`config.mk`:
```
export PLATFORM = sky130hd
export DESIGN_NAME = esla_edge_calc
export DESIGN_NICKNAME = d
export VERILOG_FILES = /design/src/sv/esla_pkg.sv /design/src/sv/esla_edge_calc.sv
export SDC_FILE = /design/constraint.sdc
export NUM_CORES = 2
export LEC_CHECK = 0
export BUFFER_PORTS_ARGS = -buffer_cell sky130_fd_sc_hd__buf_2
export CAP_MARGIN = 20
export CORE_MARGIN = 2
export CORE_UTILIZATION = 47
export CTS_BUF_LIST = sky130_fd_sc_hd__clkbuf_8
export CTS_CLUSTER_SIZE = 30
export DETAILED_ROUTE_END_ITERATION = 16
export PLACE_DENSITY = 0.74
export SLEW_MARGIN = 20
export SYNTH_ARGS = -nofsm -noshare
export SYNTH_HDL_FRONTEND = slang
export SYNTH_SLANG_ARGS = --single-unit
export TNS_END_PERCENT = 5
```
`constraint.sdc`:
```
create_clock -name clk -period 14.91 [get_ports clk]
set_clock_uncertainty 0.2 [all_clocks]
set_input_delay 2.2365 -clock clk [delete_from_list [all_inputs] [get_ports clk]]
set_output_delay 2.2365 -clock clk [all_outputs]
set_load 0.01 [all_outputs]
```
`src/sv/esla_pkg.sv`:
```
`default_nettype none
// ----------------------------------------------------------------------------
// esla_pkg
// Types, register indexes and fixed-point helpers shared by the edge unit.
// ----------------------------------------------------------------------------
package esla_pkg;

    typedef struct packed {
        logic        kind;
        logic [15:0] red;
        logic [15:0] green;
        logic [15:0] blue;
        logic [15:0] alpha;
    } in_word_t;

    typedef struct packed {
        logic [15:0] edge_opacity;
        logic        write_enable;
        logic        frame_end;
    } out_word_t;

    // Neighbour mask for one window evaluation
    typedef struct packed {
        logic left;
        logic right;
        logic up;
        logic down;
    } edge_flags_t;

    typedef logic [31:0] cell_t;

    localparam logic [2:0] CFG_IMAGE_WIDTH  = 3'd0;
    localparam logic [2:0] CFG_IMAGE_HEIGHT = 3'd1;
    localparam logic [2:0] CFG_L_ENABLE     = 3'd2;
    localparam logic [2:0] CFG_A_ENABLE     = 3'd3;
    localparam logic [2:0] CFG_L_GAIN       = 3'd4;
    localparam logic [2:0] CFG_A_GAIN       = 3'd5;

    localparam logic [15:0] FULL_SCALE = 16'hFFFF;
    localparam logic        KIND_FLUSH = 1'b1;

    // Floor of m / 65535 by folding the high half twice.
    function automatic logic [18:0] div65535(input logic [34:0] m);
        logic [18:0] q0;
        logic [19:0] r0;
        logic [3:0]  q1;
        logic [16:0] r1;
        q0 = m[34:16];
        r0 = {4'd0, m[15:0]} + {1'b0, q0};
        q1 = r0[19:16];
        r1 = {1'b0, r0[15:0]} + {13'd0, q1};
        div65535 = q0 + {15'd0, q1} + {18'd0, (r1 >= 17'd65535)};
    endfunction

endpackage
`default_nettype wire

```
`src/sv/esla_edge_calc.sv`:
```
`default_nettype none
// ----------------------------------------------------------------------------
// esla_edge_calc
// Evaluation of one 3x3 window: extremes, gain, saturate, then blend and divide, or one term.
// ----------------------------------------------------------------------------
module esla_edge_calc (
    input  wire                       clk,
    input  wire                       rst_n,
    input  wire                       start,
    input  esla_pkg::cell_t           win [3][3],
    input  esla_pkg::edge_flags_t     flags,
    input  wire                       l_enable,
    input  wire                       a_enable,
    input  wire  [16:0]               l_gain,
    input  wire  [16:0]               a_gain,
    output logic                      done,
    output logic [15:0]               value
);
    import esla_pkg::*;

    logic [3:0]  stage_reg;
    logic [15:0] rise_reg, drop_reg;
    logic [32:0] p0_raw_reg, p1_raw_reg;
    logic [15:0] p0_reg, p1_reg;
    logic [31:0] prod_reg;
    logic [16:0] sum_reg;
    logic [15:0] value_reg;

    logic [15:0] rise_c, drop_c, lc, ac, ln, an;
    logic        use_n;
    logic [33:0] p0_r, p1_r;
    logic [17:0] p0_s, p1_s;
    logic [34:0] num;
    logic [18:0] q;
    logic [15:0] val_c;

    always_comb
    begin
        lc = win[1][1][31:16];
        ac = win[1][1][15:0];
        rise_c = '0;
        drop_c = '0;
        for (int r = 0; r < 3; r++)
        begin
            for (int c = 0; c < 3; c++)
            begin
                ln = win[r][c][31:16];
                an = win[r][c][15:0];
                use_n = !(r == 1 && c == 1)
                        && (r != 0 || flags.up) && (r != 2 || flags.down)
                        && (c != 0 || flags.left) && (c != 2 || flags.right);
                if (use_n && ln > lc && (ln - lc) > rise_c)
                begin
                    rise_c = ln - lc;
                end
                if (use_n && ac > an && (ac - an) > drop_c)
                begin
                    drop_c = ac - an;
                end
            end
        end
    end

    always_comb
    begin
        p0_r = {1'b0, p0_raw_reg} + 34'd32768;
        p1_r = {1'b0, p1_raw_reg} + 34'd32768;
        p0_s = p0_r[33:16];
        p1_s = p1_r[33:16];
        num  = ({18'd0, sum_reg} << 16) - {18'd0, sum_reg} - {3'd0, prod_reg} + 35'd32767;
        q    = div65535(num);
        if (l_enable && a_enable)
        begin
            val_c = (q > 19'd65535) ? FULL_SCALE : q[15:0];
        end
        else if (l_enable)
        begin
            val_c = p0_reg;
        end
        else
        begin
            val_c = p1_reg;
        end
    end

    always_ff @(posedge clk or negedge rst_n)
    begin
        if (!rst_n)
        begin
            stage_reg <= '0;
        end
        else
        begin
            stage_reg <= {stage_reg[2:0], start};
        end
    end

    always_ff @(posedge clk)
    begin
        if (start)
        begin
            rise_reg <= rise_c;
            drop_reg <= drop_c;
        end
        if (stage_reg[0])
        begin
            p0_raw_reg <= rise_reg * l_gain;
            p1_raw_reg <= drop_reg * a_gain;
        end
        if (stage_reg[1])
        begin
            p0_reg   <= (p0_s > 18'd65535) ? FULL_SCALE : p0_s[15:0];
            p1_reg   <= (p1_s > 18'd65535) ? FULL_SCALE : p1_s[15:0];
        end
        if (stage_reg[2])
        begin
            prod_reg <= p0_reg * p1_reg;
            sum_reg  <= {1'b0, p0_reg} + {1'b0, p1_reg};
        end
        if (stage_reg[3])
        begin
            value_reg <= val_c;
        end
    end

    // p0/p1 hold through stage 3 so the single-term select sees them;
    // the value is valid from the cycle after done and holds until the next done
    assign done  = stage_reg[3];
    assign value = value_reg;
endmodule
`default_nettype wire
```
== Yosys cells after proc, flatten, opt, wreduce, memory -nomap -nowiden ==
Index checks and enable logic that the tools add are counted.

* Flip-flop bits (word level): 199
* Output and inout port bits: 17
* Bits of input ports: 331
* Word-level logic and storage cells: 131

* $lt $le $gt $ge: 36
* Reduce and logical (&&, ||, !) cells: 37
* Add/sub/neg operators: 26
* Multipliers: 3
* Multiplexer cells: 19

{| class="wikitable"
|+ Operators with widths
! cell !! number
|-
| $gt A16 B16 Y1 || 30
|-
| $mux W16 || 19
|-
| $sub A16 B16 Y16 || 16
|-
| $add A33 B16 Y34 const B || 2
|-
| $mul A16 B17 Y33 || 2
|-
| $logic_and A1 B1 Y1 || 37
|-
| $gt A18 B16 Y1 const B || 2
|-
| $add A35 B15 Y35 const B || 1
|-
| $sub A34 B33 Y35 || 1
|-
| $sub A33 B17 Y34 || 1
|-
| $gt A16 B1 Y1 const B || 2
|-
| $mul A16 B16 Y32 || 1
|-
| $add A16 B19 Y20 || 1
|-
| $add A19 B1 Y19 || 1
|-
| $add A19 B4 Y19 || 1
|-
| $gt A19 B16 Y1 const B || 1
|-
| $add A16 B16 Y17 || 1
|-
| $add A16 B4 Y17 || 1
|-
| $ge A17 B16 Y1 const B || 1
|}

== Depth between registers and ports, before layout ==
* Depth in word-level cells: 25
* Depth in mapped cells: 109
* Mapped depth without buffers: 101

== Least setup slack after synthesis ==
Ideal clock, no wire load.

* Path kind: input -> register
* From: in win[145] (netlist bit)
* To: reg rise_reg[3], data pin
* Stages on the path: 101
* Library setup time: 0.269 ns
* Path slack: -5.592 ns
* Path buffers: 11
* Required time: 14.441 ns
* Data arrival time: 20.033 ns
* Cell sequence: inv_1 -> fa_1 -> a211oi_1 -> or3b_1 -> a21oi_1 -> xor2_1 -> or3b_2 -> nor4_1 -> nand4_1 -> o21ai_0 -> or3_1 -> ha_1 -> nand3_1 -> nor2_1 -> and4_1 -> a211o_1 -> a211oi_1 -> clkbuf_1 -> (+65 left out) -> ha_1 -> nor2b_1 -> o21a_1 -> o21ai_0 -> nand2b_1 -> a21oi_1 -> nor2b_1 -> o21ai_0 -> nand2b_1 -> a21oi_1 -> o31ai_1 -> and3_1 -> clkbuf_1 -> inv_1 -> clkbuf_1 -> nand2_1 -> o21ai_0 -> a21oi_1

* Word-level cells in the longest chain between the ends: 25
* Elaborated cells between the ends (all ways): 48
* Those cells by class: add/sub: 8; order compare: 16; mux: 8; reduce/logical: 16

{| class="wikitable"
|+ RTL lines
! what !! line !! text
|-
| start, declared || esla_edge_calc.sv:10 || <nowiki>input esla_pkg::cell_t win [3][3],</nowiki>
|-
| $sub A16 B16 Y16 or $gt A16 B16 Y1 (tied branches) || esla_edge_calc.sv:52, esla_edge_calc.sv:54 ||
|-
| $gt A16 B1 Y1 or $logic_and A1 B1 Y1 (tied branches) || esla_edge_calc.sv:52 || <nowiki>if (use_n && ln > lc && (ln - lc) > rise_c)</nowiki>
|-
| $logic_and A1 B1 Y1 || esla_edge_calc.sv:52 ||
|-
| $mux W16 || esla_edge_calc.sv:52 ||
|-
| $gt A16 B16 Y1 || esla_edge_calc.sv:52 ||
|-
| $logic_and A1 B1 Y1 || esla_edge_calc.sv:52 ||
|-
| $mux W16 || esla_edge_calc.sv:52 ||
|-
| $gt A16 B16 Y1 || esla_edge_calc.sv:52 ||
|-
| (+10 left out) || -- ||
|-
| $mux W16 || esla_edge_calc.sv:52 ||
|-
| $gt A16 B16 Y1 || esla_edge_calc.sv:52 ||
|-
| $logic_and A1 B1 Y1 || esla_edge_calc.sv:52 ||
|-
| $mux W16 || esla_edge_calc.sv:52 ||
|-
| $gt A16 B16 Y1 || esla_edge_calc.sv:52 ||
|-
| $logic_and A1 B1 Y1 || esla_edge_calc.sv:52 ||
|-
| $mux W16 (*) || esla_edge_calc.sv:52 ||
|-
| named net rise_c[3] || esla_edge_calc.sv:29 || <nowiki>logic [15:0] rise_c, drop_c, lc, ac, ln, an;</nowiki>
|-
| end signal, assigned || esla_edge_calc.sv:102 || <nowiki>rise_reg <= rise_c;</nowiki>
|-
| end, declared || esla_edge_calc.sv:22 || <nowiki>logic [15:0] rise_reg, drop_reg;</nowiki>
|}

Mark *: on every way through the listed nets, which the timed path passes. The rest lies on a longest branch.
A chain may end at the register's enable or synchronous reset.

== Final worst setup path ==
* From: in win[272] (netlist bit)
* To: reg rise_reg[15], data pin

* Word-level cells in the longest chain between the ends: 25
* Elaborated cells between the ends (all ways): 27
* Those cells by class: add/sub: 1; order compare: 9; mux: 8; reduce/logical: 9

{| class="wikitable"
|+ RTL lines
! what !! line
|-
| $sub A16 B16 Y16 or $gt A16 B16 Y1 (tied branches) || esla_edge_calc.sv:52, esla_edge_calc.sv:54
|-
| $gt A16 B1 Y1 or $logic_and A1 B1 Y1 (tied branches) || esla_edge_calc.sv:52
|-
| $logic_and A1 B1 Y1 || esla_edge_calc.sv:52
|-
| $mux W16 (*) || esla_edge_calc.sv:52
|-
| $gt A16 B16 Y1 || esla_edge_calc.sv:52
|-
| $logic_and A1 B1 Y1 || esla_edge_calc.sv:52
|-
| $mux W16 (*) || esla_edge_calc.sv:52
|-
| $gt A16 B16 Y1 || esla_edge_calc.sv:52
|-
| (+10 left out) || --
|-
| $mux W16 (*) || esla_edge_calc.sv:52
|-
| $gt A16 B16 Y1 || esla_edge_calc.sv:52
|-
| $logic_and A1 B1 Y1 || esla_edge_calc.sv:52
|-
| $mux W16 (*) || esla_edge_calc.sv:52
|-
| $gt A16 B16 Y1 || esla_edge_calc.sv:52
|-
| $logic_and A1 B1 Y1 || esla_edge_calc.sv:52
|-
| $mux W16 (*) || esla_edge_calc.sv:52
|-
| named net rise_c[15] || esla_edge_calc.sv:29
|}

Marks and branches as above.

==> results.md <==
- Outcome: finished, violations left
- Violated checks: setup timing
- Crit end category: register
- Maximum number of pins on one net before global-route repair: 51
- Highest net fanout along the worst path: 9
- Met3 Usage GRT: 0.0514
- Number of nets still failing antenna checks after routing: 0
- RSZ-0062 raised after global routing: yes
- Clock root cell: clkbuf_8
- Number of different library cells in the post-synthesis netlist: 97
- Part of the Yosys area used for sequential elements: 0.0912
- Slowest stage cell on the critical path: fa_2
- Number of maximum-capacitance constraint violations: 0
- Boundary pin count: between 300 and 400
- Flip-flop count of the largest register, all copies and words added: 32
- Post-Syn Area: 55400 sq um
- Overall die height: 347 um
- Final number of hold-violating endpoints: 0
- Critical path arrival: around 19 ns
- Pins Over Slew Limit: 0
- DRT Pass-1 Iters: 9
- Tightest slew margin relative to the limit: 0.288
- Final count of negative-setup-slack endpoints: 32
- Congestion Overflow GR: 0
- Internal reg-to-reg setup slack: 1.73 ns
- Total global routing track utilization: 0.291
- Number of global-route vias before repair: between 50000 and 60000
- Area leader, netlist: fa_1
- Routed vias: just over 50000
- Routability-driven placement congestion ratio: 0.974
- FF+latch count, synth: 169
- Area contributors post-synth: fa_1 23%, ha_1 20%, edfxtp_1 8.9%, inv_1 8.0%, nand2_1 5.5%
- First-pass GRT wire length: 278000 um
- Critical path type: in2reg
- Cell Rows: 125
- Count of buffers inserted at the top-level ports: roughly 350
- Clock tree from TritonCTS: built
- Area of the placeable core: 117000 sq um
- Min Clock Period, post-route: 18.53 ns
- Routed WL per cell: 19.2 um
- Slowest cell delay on critical path: 0.37 ns
- Fraction of layout instances using a drive strength above 1: 0.186
- Wire length reported by the detailed router: 177000 um
- Post-synth EDFFs: 165
- CTS buffer count: 17
- Synth top area share: 0.228
- # H-tree levels: 4
- CTS Sinks: between 150 and 200
- Later-pin clock latency in the skew report: about 0.56 ns
- Class of the worst hold path: reg2reg
- Post-synthesis net count: 8544
- Detailed placer's ending HPWL: 146000 um
- Most common cell in the synthesized netlist: inv_1
- Average instance area after synthesis: 8.28 sq um
- Floorplan die width: 347 um
- Design area: roughly 66000 sq um
- Max Clk Rate: between 50 and 60 MHz
- Synth Flop Type: edfxtp_1
- Proportion of synthesized flip-flops having asynchronous set or reset: 0.0237
- Fin Hold WS: roughly 0.18 ns
- Gr busiest metal: met2
- Transition time at the pin with the least slew margin: 1.06 ns
- Required arrival time at the worst endpoint: 15.03 ns
- Final net count: 9535
- Clock-pin transition on the worst setup and hold timing paths: 0.10 ns
- Drt via density: 5.57
- Final routed DRC violation total: 0
- Worst setup margin: -3.62 ns
- Cell area after placement: approximately 64000 sq um
- Met1 demand-to-capacity share in global routing: 0.357
- Hold Buf Count CTS: 0
- Total die area: between 100000 and 150000 sq um
- Gate Count Post-Synth: 6693
- Crit share post-route: 1.24
- Antenna violations before repair: 25
- Yosys synthesis warning count: 0
- Initial detailed-routing violation count: 3407
- Effective utilization at floorplan: 0.476
- Met2 routing resource usage after global routing: 0.506
- P&R area growth vs syn: 18.8%
- Crit start category: input port
- Cell types with the highest counts after synthesis: 1178 x inv_1, 890 x ha_1, 807 x nand2_1
- Worst-case clock buffer depth: 2
-- per-layer routing --
metal	wire length (um)	vias up
li1	-	24193
met2	84900	1942
met5	188	-
met3	14000	426
met4	7290	28
met1	70900	24835
-- path summary, 6_finish.rpt --
check / cells after the start / from / to
setup / recovery: 101 / win[272] / rise_reg[15]$_DFFE_PP_
hold / removal: 0 / stage_reg[0]$_DFF_PN0_ / stage_reg[1]$_DFF_PN0_
setup reg to reg: 54 / sum_reg[3]$_DFFE_PP_ / value[13]$_DFFE_PP_
hold reg to reg: 0 / stage_reg[0]$_DFF_PN0_ / stage_reg[1]$_DFF_PN0_
max in group asynchronous: 1 / rst_n / stage_reg[2]$_DFF_PN0_
min in group asynchronous: 1 / rst_n / stage_reg[3]$_DFF_PN0_
-- placed cells by master, fill, tap and decap left out, drive strengths merged, types with 65 or more instances in the layout --
cell	count
ha	890
fa	630
mux2i	65
edfxtp	165
o21a	70
nor3	88
nand2b	67
nand3	81
nor2b	76
xnor2	232
o21ai	283
nand4	115
nand2	807
and2	282
inv	1182
buf	1147
a21oi	313
a21o	178
xor2	109
nor2	336
-- metrics by stage --
stage / setup WS, ns / std cells / util / TNS, ns
2_1_floorplan: -3.65 / 6693 / - / -113.46
3_3_place_gp: -3.92 / 9144 / 0.552 / -120.08
3_5_place_dp: -4.43 / 9144 / 0.552 / -134.53
4_1_cts: -3.11 / 9217 / 0.562 / -94.17
5_1_grt: -4.39 / 9224 / 0.565 / -134.33
6_report: -3.62 / 9229 / 0.565 / -105.90
-- final cells by class --
type	instances	area [sq um]
fillers	10420	50700
multi-input cells	5170	46200
repair buffers	1147	7820
flip-flops and latches	169	5060
inverters	1179	4450
well taps	1524	1910
clock buffers	17	234
clock inverters	15	165
diodes	8	20.0
-- worst max-delay path: cells and delay by family --
kind            cells  cell delay, ns
fa+ha+maj           9            2.41
compound gates     44            7.82
buf+inv            19            2.41
simple gates       24            2.65
mux                 4            0.95
xor+xnor            1            0.16
-- cells by family after synthesis --
logic type,Yosys count,share of synthesized area
xor gates and xnor gates,341,0.0539
muxes,104,0.0206
and+or+nand+nor,2008,0.173
adders and majority gates,1520,0.428
buffers and inverters,1355,0.0922
DFF,169,0.0912
AOI/OAI and AO/OA,1196,0.141
-- timing repair --
item / in CTS / in global routing
pin swaps: 83 / 38
setup buffers: 38 / 5
resized for setup: 122 / 46
hold endpoints to repair: 0 / 0
setup endpoints to repair: 32 / 32
gates cloned: 3 / 0
Power is left out: the tool's default activity adds up to more than one toggle a clock period on the data nets, which glitch-free logic cannot reach.
